File: src/hdl/fan_tach_spinup_controller_assert.svh
// Assertion macros shared by the fan tachometer controller modules.
`ifndef FAN_TACH_SPINUP_CONTROLLER_ASSERT_SVH
`define FAN_TACH_SPINUP_CONTROLLER_ASSERT_SVH

// Same-cycle implication, checked on clk, idle while rst_n is low.
`define FTS_ASSERT_IMPL(lbl, ante, cons, msg) \
  lbl: assert property (@(posedge clk) disable iff (!rst_n) (ante) |-> (cons)) \
    else $error(msg);

// Next-cycle implication, checked on clk, idle while rst_n is low.
`define FTS_ASSERT_NEXT(lbl, ante, cons, msg) \
  lbl: assert property (@(posedge clk) disable iff (!rst_n) (ante) |=> (cons)) \
    else $error(msg);

`endif

File: src/hdl/fts_pkg.sv
// Shared types and constants of the fan tachometer controller.
package fts_pkg;

  // Function codes of an input word
  localparam logic [1:0] FUNC_TACH   = 2'd0;
  localparam logic [1:0] FUNC_PERIOD = 2'd1;
  localparam logic [1:0] FUNC_SETPT  = 2'd2;

  // Configuration register indexes
  localparam logic [2:0] CFG_IDX_DEBOUNCE = 3'd0;
  localparam logic [2:0] CFG_IDX_MIN_DUTY = 3'd1;
  localparam logic [2:0] CFG_IDX_MAX_DUTY = 3'd2;
  localparam logic [2:0] CFG_IDX_STALL    = 3'd3;
  localparam logic [2:0] CFG_IDX_SPINUP   = 3'd4;

  // Largest period length in ms
  localparam int unsigned DUR_MAX = 65535;

  typedef enum logic [1:0] {
    OP_TACH   = 2'd0,
    OP_PERIOD = 2'd1,
    OP_SETPT  = 2'd2,
    OP_NOP    = 2'd3
  } op_t;

  // Classified command passed from the front end to the executor
  typedef struct packed {
    op_t         op;
    logic [31:0] now_us;
    logic [15:0] duration_ms;
    logic [6:0]  setpoint;
  } cmd_t;

  // Configuration register file
  typedef struct packed {
    logic [31:0] debounce_us;
    logic [6:0]  min_duty_percent;
    logic [6:0]  max_duty_percent;
    logic [15:0] stall_rpm;
    logic [15:0] spinup_ms;
  } cfg_t;

endpackage

File: src/hdl/fts_front.sv
// Front end: takes input words, decodes the function and clamps the setpoint.
module fts_front import fts_pkg::*; (
  input  logic        clk,
  input  logic        rst_n,
  input  logic        in_valid,
  output logic        in_stall,
  input  logic [1:0]  in_func,
  input  logic [31:0] in_now_us,
  input  logic [15:0] in_duration_ms,
  input  logic [7:0]  in_duty_percent,
  input  logic [6:0]  min_duty_percent,
  input  logic [6:0]  max_duty_percent,
  input  logic        q_full,
  output logic        q_push,
  output cmd_t        q_data
);

  logic       fe_valid_r;
  cmd_t       fe_cmd_r;
  cmd_t       cmd_dec;
  logic [7:0] clamp_hi;
  logic [7:0] clamp_lo;
  logic       take;

  // Clamp the requested setpoint into min..max, min winning when they cross
  always_comb begin
    clamp_hi = (in_duty_percent < {1'b0, max_duty_percent}) ?
               in_duty_percent : {1'b0, max_duty_percent};
    clamp_lo = (clamp_hi > {1'b0, min_duty_percent}) ?
               clamp_hi : {1'b0, min_duty_percent};
  end

  // Decode the function code
  always_comb begin
    cmd_dec.now_us      = in_now_us;
    cmd_dec.duration_ms = in_duration_ms;
    cmd_dec.setpoint    = clamp_lo[6:0];
    case (in_func)
      FUNC_TACH:   cmd_dec.op = OP_TACH;
      FUNC_PERIOD: cmd_dec.op = OP_PERIOD;
      FUNC_SETPT:  cmd_dec.op = OP_SETPT;
      default:     cmd_dec.op = OP_NOP;
    endcase
  end

  // Hold a decoded word until the queue has room
  assign q_push   = fe_valid_r && !q_full;
  assign q_data   = fe_cmd_r;
  assign in_stall = fe_valid_r && q_full;
  assign take     = in_valid && !in_stall;

  always_ff @(posedge clk) begin
    if (!rst_n) begin
      fe_valid_r <= 1'b0;
    end else if (take) begin
      fe_valid_r <= 1'b1;
    end else if (q_push) begin
      fe_valid_r <= 1'b0;
    end
  end

  always_ff @(posedge clk) begin
    if (take) begin
      fe_cmd_r <= cmd_dec;
    end
  end

endmodule

File: src/hdl/fts_fifo.sv
// Command queue between the front end and the executor.
module fts_fifo import fts_pkg::*; #(
  parameter int unsigned DEPTH = 4
) (
  input  logic clk,
  input  logic rst_n,
  input  logic q_push,
  input  cmd_t q_wdata,
  output logic q_full,
  input  logic q_pop,
  output cmd_t q_rdata,
  output logic q_empty
);

  `include "fan_tach_spinup_controller_assert.svh"

  localparam int unsigned PtrW = (DEPTH > 1) ? $clog2(DEPTH) : 1;
  localparam int unsigned CntW = $clog2(DEPTH + 1);
  localparam logic [PtrW-1:0] PtrLast = PtrW'(DEPTH - 1);
  localparam logic [CntW-1:0] CntFull = CntW'(DEPTH);

  cmd_t            mem_r [DEPTH];
  logic [PtrW-1:0] wr_ptr_r;
  logic [PtrW-1:0] rd_ptr_r;
  logic [CntW-1:0] count_r;

  assign q_full  = (count_r == CntFull);
  assign q_empty = (count_r == '0);
  assign q_rdata = mem_r[rd_ptr_r];

  // Store pushed words
  always_ff @(posedge clk) begin
    if (q_push) begin
      mem_r[wr_ptr_r] <= q_wdata;
    end
  end

  // Advance pointers and fill count
  always_ff @(posedge clk) begin
    if (!rst_n) begin
      wr_ptr_r <= '0;
      rd_ptr_r <= '0;
      count_r  <= '0;
    end else begin
      if (q_push) begin
        wr_ptr_r <= (wr_ptr_r == PtrLast) ? '0 : wr_ptr_r + 1'b1;
      end
      if (q_pop) begin
        rd_ptr_r <= (rd_ptr_r == PtrLast) ? '0 : rd_ptr_r + 1'b1;
      end
      if (q_push && !q_pop) begin
        count_r <= count_r + 1'b1;
      end else if (q_pop && !q_push) begin
        count_r <= count_r - 1'b1;
      end
    end
  end

  `FTS_ASSERT_IMPL(a_no_push_full, q_push, !q_full, "push into a full queue")
  `FTS_ASSERT_IMPL(a_no_pop_empty, q_pop, !q_empty, "pop from an empty queue")

endmodule

File: src/hdl/fts_div.sv
// Restoring divider, one quotient bit per cycle.
module fts_div #(
  parameter int unsigned NUM_W = 32,
  parameter int unsigned DEN_W = 17
) (
  input  logic             clk,
  input  logic             rst_n,
  input  logic             div_start,
  input  logic [NUM_W-1:0] div_num,
  input  logic [DEN_W-1:0] div_den,
  output logic             div_done,
  output logic [NUM_W-1:0] div_quot
);

  localparam int unsigned CntW = $clog2(NUM_W + 1);

  logic [NUM_W-1:0] num_r;
  logic [DEN_W-1:0] den_r;
  logic [DEN_W-1:0] rem_r;
  logic [CntW-1:0]  cnt_r;
  logic             busy_r;
  logic             done_r;
  logic [DEN_W:0]   shifted;
  logic [DEN_W:0]   diff;
  logic             ge;

  // Trial subtract of one step
  always_comb begin
    shifted = {rem_r, num_r[NUM_W-1]};
    diff    = shifted - {1'b0, den_r};
    ge      = (shifted >= {1'b0, den_r});
  end

  assign div_done = done_r;
  assign div_quot = num_r;

  // Sequence the iterations
  always_ff @(posedge clk) begin
    if (!rst_n) begin
      busy_r <= 1'b0;
      done_r <= 1'b0;
      cnt_r  <= '0;
    end else begin
      done_r <= 1'b0;
      if (div_start) begin
        busy_r <= 1'b1;
        cnt_r  <= CntW'(NUM_W);
      end else if (busy_r) begin
        cnt_r <= cnt_r - 1'b1;
        if (cnt_r == CntW'(1)) begin
          busy_r <= 1'b0;
          done_r <= 1'b1;
        end
      end
    end
  end

  // Shift the quotient in behind the dividend
  always_ff @(posedge clk) begin
    if (div_start) begin
      num_r <= div_num;
      den_r <= div_den;
      rem_r <= '0;
    end else if (busy_r) begin
      num_r <= {num_r[NUM_W-2:0], ge};
      rem_r <= ge ? diff[DEN_W-1:0] : shifted[DEN_W-1:0];
    end
  end

endmodule

File: src/hdl/fts_back.sv
// Executor: pulse counting, speed measurement, spin-up timer and drive duty.
module fts_back import fts_pkg::*; #(
  parameter int unsigned PULSES_PER_REV = 2
) (
  input  logic        clk,
  input  logic        rst_n,
  input  cfg_t        cfg,
  input  logic        q_empty,
  input  cmd_t        q_rdata,
  output logic        q_pop,
  output logic        out_valid,
  input  logic        out_stall,
  output logic [15:0] out_rpm,
  output logic [7:0]  out_duty_code,
  output logic        out_blocked
);

  `include "fan_tach_spinup_controller_assert.svh"

  localparam int unsigned NumW = 32;
  localparam int unsigned DenW = $clog2(PULSES_PER_REV * DUR_MAX + 1);
  localparam logic [15:0] RpmScale = 16'd60000;
  localparam logic [12:0] Recip100 = 13'd5243;   // 2^19 / 100, rounded up

  typedef enum logic [2:0] {
    S_IDLE,
    S_EXEC,
    S_START,
    S_WAIT,
    S_SPIN,
    S_DUTY,
    S_RESULT
  } state_t;

  state_t          state_r;
  cmd_t            cmd_r;
  logic [15:0]     pulse_count_r;
  logic [31:0]     last_bounce_r;
  logic [15:0]     rpm_r;
  logic [15:0]     spin_left_r;
  logic [6:0]      setpoint_r;
  logic [7:0]      duty_r;
  logic [NumW-1:0] prod_r;
  logic [DenW-1:0] den_r;
  logic            out_valid_r;
  logic [15:0]     out_rpm_r;
  logic [7:0]      out_duty_r;
  logic            out_blocked_r;

  logic            div_start;
  logic            div_done;
  logic [NumW-1:0] div_quot;
  logic [31:0]     interval;
  logic [15:0]     spin_load;
  logic [15:0]     spin_nxt;
  logic [6:0]      pct;
  logic [7:0]      duty_nxt;
  logic            out_free;
  logic            issue;

  // Map percent to the 0..255 scale: floor(pct*255/100), saturating
  function automatic logic [7:0] pct_to_code(input logic [6:0] p);
    logic [14:0] scaled;
    logic [27:0] prod;
    logic [8:0]  q;
    scaled = {p, 8'd0} - {8'd0, p};
    prod   = 28'(scaled) * 28'(Recip100);
    q      = prod[27:19];
    return (q > 9'd255) ? 8'd255 : q[7:0];
  endfunction

  fts_div #(
    .NUM_W (NumW),
    .DEN_W (DenW)
  ) u_div (
    .clk       (clk),
    .rst_n     (rst_n),
    .div_start (div_start),
    .div_num   (prod_r),
    .div_den   (den_r),
    .div_done  (div_done),
    .div_quot  (div_quot)
  );

  assign q_pop     = (state_r == S_IDLE) && !q_empty;
  assign div_start = (state_r == S_START);
  assign interval  = cmd_r.now_us - last_bounce_r;
  assign out_free  = !out_valid_r || !out_stall;
  assign issue     = (state_r == S_RESULT) && out_free;

  // Stall check and countdown of the spin-up timer
  always_comb begin
    spin_load = ((rpm_r <= cfg.stall_rpm) && (setpoint_r >= cfg.min_duty_percent)) ?
                cfg.spinup_ms : spin_left_r;
    spin_nxt  = spin_load;
    if ((spin_load != 16'd0) && (rpm_r >= cfg.stall_rpm)) begin
      spin_nxt = (spin_load > cmd_r.duration_ms) ? spin_load - cmd_r.duration_ms : 16'd0;
    end
  end

  // Pick the drive percent
  always_comb begin
    pct      = (spin_left_r != 16'd0) ? cfg.max_duty_percent : setpoint_r;
    duty_nxt = pct_to_code(pct);
  end

  // Sequence one command at a time, hold state and the output word
  always_ff @(posedge clk) begin
    if (!rst_n) begin
      state_r       <= S_IDLE;
      pulse_count_r <= '0;
      last_bounce_r <= '0;
      rpm_r         <= '0;
      spin_left_r   <= '0;
      setpoint_r    <= '0;
      duty_r        <= '0;
      out_valid_r   <= 1'b0;
    end else begin
      // Raise valid on issue, drop it once the word is taken
      if (issue) begin
        out_valid_r <= 1'b1;
      end else if (!out_stall) begin
        out_valid_r <= 1'b0;
      end
      case (state_r)
        S_IDLE: begin
          if (!q_empty) begin
            cmd_r   <= q_rdata;
            state_r <= S_EXEC;
          end
        end
        S_EXEC: begin
          state_r <= S_RESULT;
          case (cmd_r.op)
            OP_TACH: begin
              if (interval >= cfg.debounce_us) begin
                if (pulse_count_r != 16'hFFFF) begin
                  pulse_count_r <= pulse_count_r + 16'd1;
                end
              end else begin
                last_bounce_r <= cmd_r.now_us;
              end
            end
            OP_PERIOD: begin
              prod_r        <= pulse_count_r * RpmScale;
              den_r         <= DenW'(PULSES_PER_REV) * DenW'(cmd_r.duration_ms);
              pulse_count_r <= '0;
              last_bounce_r <= '0;
              if (cmd_r.duration_ms == 16'd0) begin
                rpm_r   <= 16'hFFFF;
                state_r <= S_SPIN;
              end else begin
                state_r <= S_START;
              end
            end
            OP_SETPT: begin
              setpoint_r <= cmd_r.setpoint;
            end
            default: begin
            end
          endcase
        end
        S_START: begin
          state_r <= S_WAIT;
        end
        S_WAIT: begin
          if (div_done) begin
            rpm_r   <= (|div_quot[NumW-1:16]) ? 16'hFFFF : div_quot[15:0];
            state_r <= S_SPIN;
          end
        end
        S_SPIN: begin
          spin_left_r <= spin_nxt;
          state_r     <= S_DUTY;
        end
        S_DUTY: begin
          duty_r  <= duty_nxt;
          state_r <= S_RESULT;
        end
        S_RESULT: begin
          if (out_free) begin
            out_rpm_r     <= rpm_r;
            out_duty_r    <= duty_r;
            out_blocked_r <= (spin_left_r != 16'd0);
            state_r       <= S_IDLE;
          end
        end
        default: begin
          state_r <= S_IDLE;
        end
      endcase
    end
  end

  assign out_valid     = out_valid_r;
  assign out_rpm       = out_rpm_r;
  assign out_duty_code = out_duty_r;
  assign out_blocked   = out_blocked_r;

  `FTS_ASSERT_IMPL(a_done_in_wait, div_done, state_r == S_WAIT, "divider done outside wait")
  `FTS_ASSERT_IMPL(a_pop_in_idle, q_pop, state_r == S_IDLE, "queue pop while busy")
  `FTS_ASSERT_NEXT(a_result_out, (state_r == S_RESULT) && out_free, out_valid_r && (state_r == S_IDLE), "result word not issued")

endmodule

File: src/hdl/fan_tach_spinup_controller.sv
// Top level of the four-wire fan tachometer and spin-up controller.
//
// Input channel (in_valid / in_stall): one word per event. in_func selects a
// tachometer edge (in_now_us), the end of a measuring period (in_duration_ms)
// or a new duty setpoint (in_duty_percent). Every word yields exactly one
// output word (out_valid / out_stall) carrying the speed in rpm, the drive
// duty code on 0..255 and the spin-up blocked flag after that event.
// Configuration (cfg_we, cfg_index, cfg_wdata) is to be written by the user
// only while idle; the block itself does not enforce it.
//
// Words pass an input register and a command queue before the executor, so
// input is taken while a result waits on a stalled receiver. The executor
// works one word at a time: edges, setpoints and unused codes pass its exec
// and result states to the output register; a period end with nonzero length
// also passes start, the wait on the 32-step serial divider for the rpm
// quotient, spin and duty; a zero-length period skips the divider.
// A stalled output holds its word and the executor waits behind it; input
// stalls once the queue and input register are full.
// Reset (rst_n low, synchronous) clears counts, speed, timer, setpoint and
// duty to zero and loads the register defaults.
module fan_tach_spinup_controller import fts_pkg::*; #(
  parameter int unsigned PULSES_PER_REV = 2,
  parameter int unsigned QUEUE_DEPTH    = 4
) (
  input  logic        clk,
  input  logic        rst_n,
  input  logic        in_valid,
  output logic        in_stall,
  input  logic [1:0]  in_func,
  input  logic [31:0] in_now_us,
  input  logic [15:0] in_duration_ms,
  input  logic [7:0]  in_duty_percent,
  output logic        out_valid,
  input  logic        out_stall,
  output logic [15:0] out_rpm,
  output logic [7:0]  out_duty_code,
  output logic        out_blocked,
  input  logic        cfg_we,
  input  logic [2:0]  cfg_index,
  input  logic [31:0] cfg_wdata
);

  cfg_t cfg_r;
  logic q_push;
  logic q_pop;
  logic q_full;
  logic q_empty;
  cmd_t q_wdata;
  cmd_t q_rdata;

  // Register file writes
  always_ff @(posedge clk) begin
    if (!rst_n) begin
      cfg_r.debounce_us      <= 32'd0;
      cfg_r.min_duty_percent <= 7'd20;
      cfg_r.max_duty_percent <= 7'd100;
      cfg_r.stall_rpm        <= 16'd0;
      cfg_r.spinup_ms        <= 16'd1000;
    end else if (cfg_we) begin
      case (cfg_index)
        CFG_IDX_DEBOUNCE: cfg_r.debounce_us      <= cfg_wdata;
        CFG_IDX_MIN_DUTY: cfg_r.min_duty_percent <= cfg_wdata[6:0];
        CFG_IDX_MAX_DUTY: cfg_r.max_duty_percent <= cfg_wdata[6:0];
        CFG_IDX_STALL:    cfg_r.stall_rpm        <= cfg_wdata[15:0];
        CFG_IDX_SPINUP:   cfg_r.spinup_ms        <= cfg_wdata[15:0];
        default: begin
        end
      endcase
    end
  end

  fts_front u_front (
    .clk              (clk),
    .rst_n            (rst_n),
    .in_valid         (in_valid),
    .in_stall         (in_stall),
    .in_func          (in_func),
    .in_now_us        (in_now_us),
    .in_duration_ms   (in_duration_ms),
    .in_duty_percent  (in_duty_percent),
    .min_duty_percent (cfg_r.min_duty_percent),
    .max_duty_percent (cfg_r.max_duty_percent),
    .q_full           (q_full),
    .q_push           (q_push),
    .q_data           (q_wdata)
  );

  fts_fifo #(
    .DEPTH (QUEUE_DEPTH)
  ) u_fifo (
    .clk     (clk),
    .rst_n   (rst_n),
    .q_push  (q_push),
    .q_wdata (q_wdata),
    .q_full  (q_full),
    .q_pop   (q_pop),
    .q_rdata (q_rdata),
    .q_empty (q_empty)
  );

  fts_back #(
    .PULSES_PER_REV (PULSES_PER_REV)
  ) u_back (
    .clk           (clk),
    .rst_n         (rst_n),
    .cfg           (cfg_r),
    .q_empty       (q_empty),
    .q_rdata       (q_rdata),
    .q_pop         (q_pop),
    .out_valid     (out_valid),
    .out_stall     (out_stall),
    .out_rpm       (out_rpm),
    .out_duty_code (out_duty_code),
    .out_blocked   (out_blocked)
  );

endmodule

File: config.mk
export PLATFORM = sky130hd
export DESIGN_NAME = fan_tach_spinup_controller
export DESIGN_NICKNAME = d
export VERILOG_FILES = /design/src/hdl/fts_pkg.sv /design/src/hdl/fts_front.sv /design/src/hdl/fts_fifo.sv /design/src/hdl/fts_div.sv /design/src/hdl/fts_back.sv /design/src/hdl/fan_tach_spinup_controller.sv
export VERILOG_INCLUDE_DIRS = /design/src /design/src/hdl
export SDC_FILE = /design/constraint.sdc
export NUM_CORES = 1
export LEC_CHECK = 0
export BUFFER_PORTS_ARGS = -buffer_cell sky130_fd_sc_hd__buf_2
export CAP_MARGIN = 15
export CORE_ASPECT_RATIO = 0.7
export CORE_MARGIN = 4
export CORE_UTILIZATION = 46
export CTS_CLUSTER_DIAMETER = 50
export DETAILED_ROUTE_END_ITERATION = 10
export SYNTH_ARGS = -nofsm -noshare
export SYNTH_HDL_FRONTEND = slang
export SYNTH_HIERARCHICAL = 1
export SYNTH_SLANG_ARGS = --single-unit
File: constraint.sdc
create_clock -name clk -period 19.11 [get_ports clk]
set_input_delay 0.9555 -clock clk [delete_from_list [all_inputs] [get_ports clk]]
set_output_delay 0.9555 -clock clk [all_outputs]
set_load 0.01 [all_outputs]
==> flow_summary_export.csv, run 1 <==
group,metric,value,unit
yosys,async_flop_share,0,%
sta,final.min_clock_period,8.19,ns
yosys,yosysMostFrequentCell,"edfxtp_1",
clock_network,post-cts-setup-buffer-count,0,
sta,tightestPinTransition,1.20,ns
clock_network,hold_buffers,0,
routing,ant_nets,0,
yosys,synth-edff-count,459,
sta,fmax,122,MHz
floorplan,initial_core_util,46.4,%
routing,drtPass1Iterations,6,
sta,post-route-period-util,42.9,%
status,outcome,"complete, no violations",
grt,first_global_vias,23969,
yosys,syn_inst,3068,
sta,hold_ws,0.418,ns
critical_path,worstPathArrival,8.67,ns
yosys,yosysWarnings,6,
routing,drt_iter0_drc,1867,
yosys,synth_top_area_share,36.9,%
yosys,synth-seq-cells,671,
finish,fin_nets,3753,
yosys,synthFlopType,"edfxtp_1",
finish,n_fill_cell,6838,
floorplan,core-area,80400,um2
routing,drc,0,
critical_path,startpoint_type,"flip-flop",
min_path,hold_path_class,"flip-flop to flip-flop",
floorplan,die_h,246,um
floorplan,die-area,85800,um2
yosys,netlist_top_cells_area,"edfxtp_1 (37%), dfxtp_1 (11%), ha_1 (11%), fa_1 (7.0%), mux2i_1 (3.8%)",
routing,via_per_inst,5.55,
grt,grt_pass1_wl,138,mm
clock_network,post_cts_resized,0,
routing,vias,24039,
sta,hold_viol_final,0,
floorplan,die_w,348,um
sta,setup_viol,0,
yosys,synthDistinctLibCells,97,
job,maxCapViolCount,0,
sta,slew_violations,0,
yosys,synth_area,37300,um2
clock_network,cts_root_buf,"clkbuf_16",
clock_network,numCtsBuffers,75,
yosys,synth_largest_area_cell,"edfxtp_1",
sta,fin_setup_tns,0,ns
routing,post_drt_wl_per_cell,20.2,um
yosys,ys_seq_area_share,48.3,%
clock_network,clock_path_buffers,3,
clock_network,cts_max_level,3,
finish,fin_util,51.8,%
clock_network,numClockSinks,671,
clock_network,cts_tree,"built",
grt,grt.overflow.total,0,
floorplan,core.rowCount,87,
clock_network,insertion_delay,0.65,ns
critical_path,crit_fanout,21,
floorplan,io_pins,125,
finish,area_delta_synth_final,11.7,%
placement,dp_hpwl,64.2,mm
yosys,synth.avg_cell_area,12.2,um2
sta,rsz0062_at_grt,"no",
yosys,netlist_top_cells_count,"edfxtp_1 (459), inv_1 (351), ha_1 (320)",
critical_path,path_class,"flip-flop to flip-flop",
sta,relSlewSlack,18.5,%
placement,io_buffers,124,
critical_path,cpPeakStageDelay,0.67,ns
critical_path,required,19.59,ns
critical_path,cp-end-kind,"flip-flop",
clock_network,clkTransAtPathRegs,0.06,ns
sta,fin_skew,0.0393,ns
grt,gr-usage-all-layers,20.6,%
routing,wirelength,87.7,mm
grt,grt_max_degree,89,
finish,drive_above_1_share,14.0,%
placement,gp_congestion,0.876,
critical_path,slowest_stage,"mux2i_1",
grt,antenna_found_initial,7,
[final timing paths]
kind | from | endpoint | slack (ns) | cells after the start
max | u_back/spin_left_r[2]$_SDFFE_PN0P_ | u_back/duty_r[2]$_SDFFE_PN0N_ | 10.92 | 28
min | u_back/den_r[6]$_DFFE_PP_ | u_back/u_div/den_r[6]$_DFFE_PP_ | 0.42 | 0
max reg2reg | u_back/spin_left_r[2]$_SDFFE_PN0P_ | u_back/duty_r[2]$_SDFFE_PN0N_ | 10.92 | 28
min reg2reg | u_back/den_r[6]$_DFFE_PP_ | u_back/u_div/den_r[6]$_DFFE_PP_ | 0.42 | 0
[layout by cell type (no fill, tap or decap), types with 100 or more instances in the layout]
cell      netlist  layout
edfxtp_1      459     459
ha_1          320     320
dfxtp_1       212     210
a21oi_1       100     100
mux2i_1       140     140
buf_2          16     123
fa_1          131     131
inv_1         351     351
nor2_1        121     121
nand2_1       252     252
[registers in the layout (all words and copies together) (netlist names), 17 cells and up, named ones only]
signal / flops
u_fifo/mem_r: 228
cfg_r: 78
u_back/cmd_r: 57
u_front/q_data: 57
u_back/last_bounce_r: 32
u_back/u_div/div_quot: 32
u_back/prod_r: 27
u_back/u_div/den_r: 17
u_back/u_div/rem_r: 17
[per-layer routing]
layer | part of all wire (%) | global-route usage, % | wire length [um] | up-vias
met3 | 5.8 | 3.70 | 5090 | 99
met5 | 0.044 | 0 | 39 | -
met1 | 53 | 33.7 | 46500 | 11959
met2 | 40 | 28.7 | 34800 | 615
li1 | - | - | - | 11360
met4 | 1.4 | 3.52 | 1260 | 6
[area by class of cell]
type	instances	area, um2	area share (%)
Antenna cell	1	2.50	0.00600
Clock buffer	95	2060	4.93
Clock inverter	44	597	1.43
Inverter	352	1320	3.17
Multi-Input combinational cell	1956	17500	42.1
Sequential cell	671	18000	43.2
Tap cell	1068	1340	3.20
Timing Repair Buffer	148	820	1.97
[per-stage QoR]
stage | instance area [um2] | cells | worst slack [ns]
final | 41700 | 4335 | 10.92
after global routing | 41700 | 4334 | 10.28
after CTS | 41700 | 4332 | 10.92
after detailed placement | 39000 | 4193 | 10.90
after global placement | 39000 | 4193 | 11.19
after floorplan | 37300 | 3073 | 12.20
[logic make-up after synthesis]
kind of cell,after synthesis,share of synthesized area [%]
and+or+nand+nor,670,8.82
AOI/OAI and AO/OA,474,8.94
buffers and inverters,446,4.84
muxes,259,9.06
adders and majority gates,451,17.8
DFF,671,48.3
other,1,0.0100
xor gates and xnor gates,96,2.27
[worst max-delay path, delay by kind of cell (launching register included)]
kind	cells	cell delay (ns)
flops	1	0.32
xor+xnor	2	0.67
compound gates	6	1.30
buf+inv	5	0.47
simple gates	6	1.15
mux	2	1.11
fa+ha+maj	7	3.01
Power of run 1 is left out: the tool's default activity adds up to more than one toggle a clock period on the data nets, which glitch-free logic cannot reach.
==> run 2: changes to the inputs <==
Clock period 19.11 ns to 7.35 ns, I/O delays scaled along.
==> flow_summary_export.csv, run 2 (synthesis gave the netlist of run 1 again) <==
group,metric,value,unit
status,outcome,"complete, no violations",
finish,finalNonFillerCells,4436,
clock_network,cts_tree,"built",
grt,antenna_found_initial,8,
floorplan,die_h,246,um
grt,met1_usage,33.6,%
sta,post-route-period-util,95.6,%
sta,final.min_clock_period,7.03,ns
finish,mostFrequentLayoutCells,"edfxtp_1 (459), inv_1 (350), ha_1 (319), nand2_1 (252), dfxtp_1 (210)",
clock_network,numClockSinks,671,
critical_path,path_class,"flip-flop to flip-flop",
routing,ant_nets,0,
sta,fmax,142,MHz
critical_path,startpoint_type,"flip-flop",
placement,post-place-ws,-0.383,ns
grt,grt.overflow.total,0,
job,maxCapViolCount,0,
placement,io_buffers,124,
critical_path,required,7.82,ns
floorplan,initial_core_util,46.4,%
finish,area_delta_synth_final,14.2,%
finish,largest_register_ffs,228,
clock_network,clkTransAtPathRegs,0.06,ns
grt,met2_usage,29.3,%
routing,drtPass1Iterations,8,
floorplan,die-area,85800,um2
critical_path,cpPeakStageDelay,0.55,ns
sta,setup_viol,0,
critical_path,crit_family,"adder cells",
floorplan,die_w,348,um
routing,drc,0,
sta,hold_viol_final,0,
sta,slew_violations,0,
clock_network,insertion_delay,0.65,ns
sta,finalWorstSetupSlack,0.320,ns
finish,regMostFlops,"u_fifo/mem_r",
finish,layout_commonest_cell,"edfxtp_1",
critical_path,crit_fanout,7,
floorplan,core-area,80400,um2
clock_network,cts_max_level,3,
placement,dp_hpwl,65.1,mm
clock_network,numCtsBuffers,72,
grt,first_global_vias,24704,
routing,via_per_inst,5.51,
grt,grtUsageMet3,4.78,%
placement,gp_congestion,0.911,
sta,fin_skew,0.0368,ns
sta,fin_setup_tns,0,ns
finish,fin_util,53.0,%
floorplan,core.rowCount,87,
placement,place_inst,4217,
finish,ff_latch_area,18000,um2
critical_path,slowest_stage,"fa_1",
routing,drt_iter0_drc,1891,
critical_path,worstPathArrival,7.50,ns
sta,tightestPinTransition,1.02,ns
grt,grt_busiest_layer,"met1",
finish,multi_input_area,17700,um2
finish,n_fill_cell,6850,
routing,post_drt_wl_per_cell,20.2,um
critical_path,cp-end-kind,"flip-flop",
floorplan,io_pins,125,
finish,fin_nets,3856,
grt,grt_pass1_wl,141,mm
finish,drive_above_1_share,15.1,%
grt,grt_max_degree,86,
routing,vias,24421,
clock_network,cts_root_buf,"clkbuf_16",
critical_path,worst-path-buf-inv,7,
grt,gr-usage-all-layers,21.2,%
routing,wirelength,89.4,mm
min_path,hold_path_class,"primary input to flip-flop",
sta,relSlewSlack,31.7,%
clock_network,clock_path_buffers,3,
finish,top_regs,"u_fifo/mem_r (228), cfg_r (78)",
run 2: cell types whose count changed in the layout (fill, tap and decap cells not counted), sizes merged:
cell / delta
clkinvlp: +5
dlygate4sd3: +64
clkinv: -2
clkbuf: -4
buf: +40
inv: -2
run 2: through the flow:
step	area [um2]	hold slack, ns
3_3_place_gp	39200	0.409
5_1_grt	42600	0.0449
3_5_place_dp	39200	0.405
2_1_floorplan	37300	0.400
4_1_cts	42400	0.000831
6_report	42600	0.0540
run 2: path summary, 6_finish.rpt:
kind | depth (start not counted) | from | end | slack (ns)
max reg2reg | 26 | u_back/spin_left_r[5]$_SDFFE_PN0P_ | u_back/duty_r[5]$_SDFFE_PN0N_ | 0.32
max | 26 | u_back/spin_left_r[5]$_SDFFE_PN0P_ | u_back/duty_r[5]$_SDFFE_PN0N_ | 0.32
min reg2reg | 0 | u_back/den_r[7]$_DFFE_PP_ | u_back/u_div/den_r[7]$_DFFE_PP_ | 0.42
min | 3 | cfg_wdata[7] | cfg_r[7]$_SDFFE_PN1P_ | 0.05
run 2: repair_timing:
item | in CTS | in global routing
hold endpoints to repair | 64 | 0
setup buffers | 0 | 16
gates cloned | 0 | 1
gates resized for setup | 3 | 22
setup endpoints to repair | 8 | 8
pin swaps | 0 | 8
hold buffers | 64 | 0
run 2: metal layers:
| metal | vias up | share of wire [%] |
|---|---|---|
| met1 | 12054 | 51 |
| met3 | 107 | 7.3 |
| met5 | - | 0.039 |
| met2 | 675 | 40 |
| met4 | 6 | 1.8 |
| li1 | 11579 | - |
run 2: worst register-to-register path, stage by stage, from the launching register on:
cell and delay [ns]:
dfxtp_1 0.35, nor4_4 0.36, nand4_1 0.25, buf_12 0.22
or3_1 0.36, a21oi_4 0.19, buf_4 0.15, mux2i_1 0.17
mux2i_1 0.09, buf_4 0.18, buf_4 0.14, fa_1 0.47
ha_1 0.32, fa_1 0.48, inv_1 0.05, fa_1 0.50
fa_1 0.55, inv_1 0.05, ha_1 0.30, a21o_1 0.20
a211o_1 0.31, a211oi_4 0.29, o21ai_2 0.12, o41ai_2 0.32
xor2_1 0.18, buf_4 0.17, a31oi_1 0.08
run 2: area by class of cell:
class / count / share of cell area [%]
antenna: 1 / 0.00587
clock buffer: 89 / 4.45
clock inverter: 45 / 1.38
inverter: 352 / 3.11
multi-input combinational: 1956 / 41.4
sequential: 671 / 42.3
tap: 1068 / 3.13
timing repair buffer: 254 / 4.20
Power of run 2 is left out for the same reason.
==> run 3: changes to the inputs <==
Settings changed: CORE_UTILIZATION 46 to 57, PLACE_DENSITY set to 0.77.
==> flow_summary_export.csv, run 3 (synthesis gave the netlist of run 1 again) <==
group,metric,value,unit
routing,drc,0,
grt,grt_max_degree,92,
finish,finalNonFillerCells,4235,
sta,fmax,139,MHz
placement,dp_hpwl,63.7,mm
min_path,holdPathStages,3,
sta,tightestPinTransition,1.15,ns
critical_path,worstPathArrival,7.63,ns
clock_network,cts_max_level,3,
placement,io_buffers,124,
clock_network,clkTransAtPathRegs,0.07,ns
critical_path,crit_fanout,6,
sta,relSlewSlack,23.5,%
clock_network,insertion_delay,0.65,ns
routing,drtPass1Iterations,5,
placement,place_inst,4017,
critical_path,startpoint_type,"flip-flop",
placement,gp_congestion,0.923,
sta,slew_violations,0,
clock_network,cts_root_buf,"clkbuf_16",
grt,gr-usage-all-layers,25.6,%
floorplan,initial_core_util,57.6,%
floorplan,die_h,222,um
sta,hold_ws,0.0384,ns
routing,wirelength,88.9,mm
sta,post-route-period-util,97.5,%
finish,regMostFlops,"u_fifo/mem_r",
clock_network,numClockSinks,671,
floorplan,io_pins,125,
finish,drive_above_1_share,14.7,%
sta,fin_skew,0.0407,ns
critical_path,cp-end-kind,"flip-flop",
clock_network,numCtsBuffers,70,
finish,layout_commonest_cell,"edfxtp_1",
critical_path,path_class,"flip-flop to flip-flop",
finish,fin_nets,3844,
routing,drt_iter0_drc,2313,
floorplan,die_w,314,um
sta,setup_viol,0,
routing,vias,24949,
critical_path,ff2ff_path_depth,27,
finish,largest_register_ffs,228,
finish,area_delta_synth_final,13.5,%
grt,antenna_found_initial,6,
clock_network,cts_tree,"built",
status,outcome,"complete, no violations",
clock_network,clock_path_buffers,3,
floorplan,core-area,64800,um2
sta,fin_setup_tns,0,ns
grt,first_global_vias,25461,
finish,mostFrequentLayoutCells,"edfxtp_1 (459), inv_1 (350), ha_1 (320), nand2_1 (252), dfxtp_1 (210)",
routing,post_drt_wl_per_cell,21.0,um
routing,ant_nets,0,
floorplan,core.rowCount,78,
sta,final.min_clock_period,7.17,ns
job,maxCapViolCount,0,
grt,grt.overflow.total,0,
grt,grt_pass1_wl,140,mm
critical_path,required,7.81,ns
routing,via_per_inst,5.89,
sta,hold_viol_final,0,
finish,top_regs,"u_fifo/mem_r (228), cfg_r (78)",
floorplan,die-area,69700,um2
min_path,hold_path_class,"primary input to flip-flop",
run 3: cell types whose count changed in the layout (fill, tap and decap cells not counted), moves of 3 or more:
cell / delta
buf_4: -11
clkbuf_1: -3
clkbuf_16: -3
clkbuf_8: +4
clkinv_2: -5
nor3_2: +3
nor4_2: +3
run 3: layout make-up:
type | count | area, um2
Inverter | 352 | 1330
Tap cell | 880 | 1100
Antenna cell | 3 | 7.51
Clock buffer | 87 | 1870
Fill cell | 4741 | 22400
Sequential cell | 671 | 18000
Multi-Input combinational cell | 1956 | 17700
Clock inverter | 42 | 614
Timing Repair Buffer | 244 | 1740
run 3: worst max-delay path, cell delays in order (launching register included):
cell and delay [ns]:
dfxtp_1 0.34, nor4_2 0.31, nand4_1 0.22, buf_12 0.20, or3_1 0.36, a21oi_4 0.22, nand2_1 0.08, mux2_2 0.28
mux2i_4 0.21, buf_6 0.17, clkinvlp_4 0.14, fa_1 0.54, inv_1 0.04, ha_1 0.32, fa_1 0.49, fa_1 0.55
inv_1 0.06, fa_1 0.52, inv_1 0.04, ha_1 0.19, a21o_1 0.17, a211o_1 0.30, a211oi_4 0.31, o21ai_4 0.13
o41ai_4 0.35, xor2_2 0.19, buf_4 0.18, a31oi_1 0.09
run 3: worst paths after layout:
check | startpoint | end | slack (ns)
min reg2reg | u_back/den_r[11]$_DFFE_PP_ | u_back/u_div/den_r[11]$_DFFE_PP_ | 0.41
max | u_back/spin_left_r[2]$_SDFFE_PN0P_ | u_back/duty_r[4]$_SDFFE_PN0N_ | 0.18
min | cfg_wdata[21] | cfg_r[67]$_SDFFE_PN0P_ | 0.04
max reg2reg | u_back/spin_left_r[2]$_SDFFE_PN0P_ | u_back/duty_r[4]$_SDFFE_PN0N_ | 0.18
run 3: repair_timing:
action | in CTS | in global routing
resized for setup | 4 | 23
hold buffers | 65 | 0
pin swaps | 1 | 6
cloned | 0 | 1
setup buffers | 2 | 15
setup endpoints to repair | 8 | 8
hold endpoints to repair | 65 | 0
run 3: through the flow:
step / setup slack [ns] / utilization, % / instance area, um2
2_1_floorplan: 0.444 / - / 37300
3_3_place_gp: -0.115 / 60.0 / 38900
3_5_place_dp: -0.483 / 60.0 / 38900
4_1_cts: 0.0875 / 64.9 / 42100
5_1_grt: -0.0185 / 65.4 / 42400
6_report: 0.180 / 65.4 / 42400
run 3: layer usage:
layer	GRT usage, %	part of all wire [%]
met5	0	0
met4	5.37	1.7
met3	5.72	8.6
met2	38.4	43
met1	38.5	46
Power of run 3 is left out for the same reason.
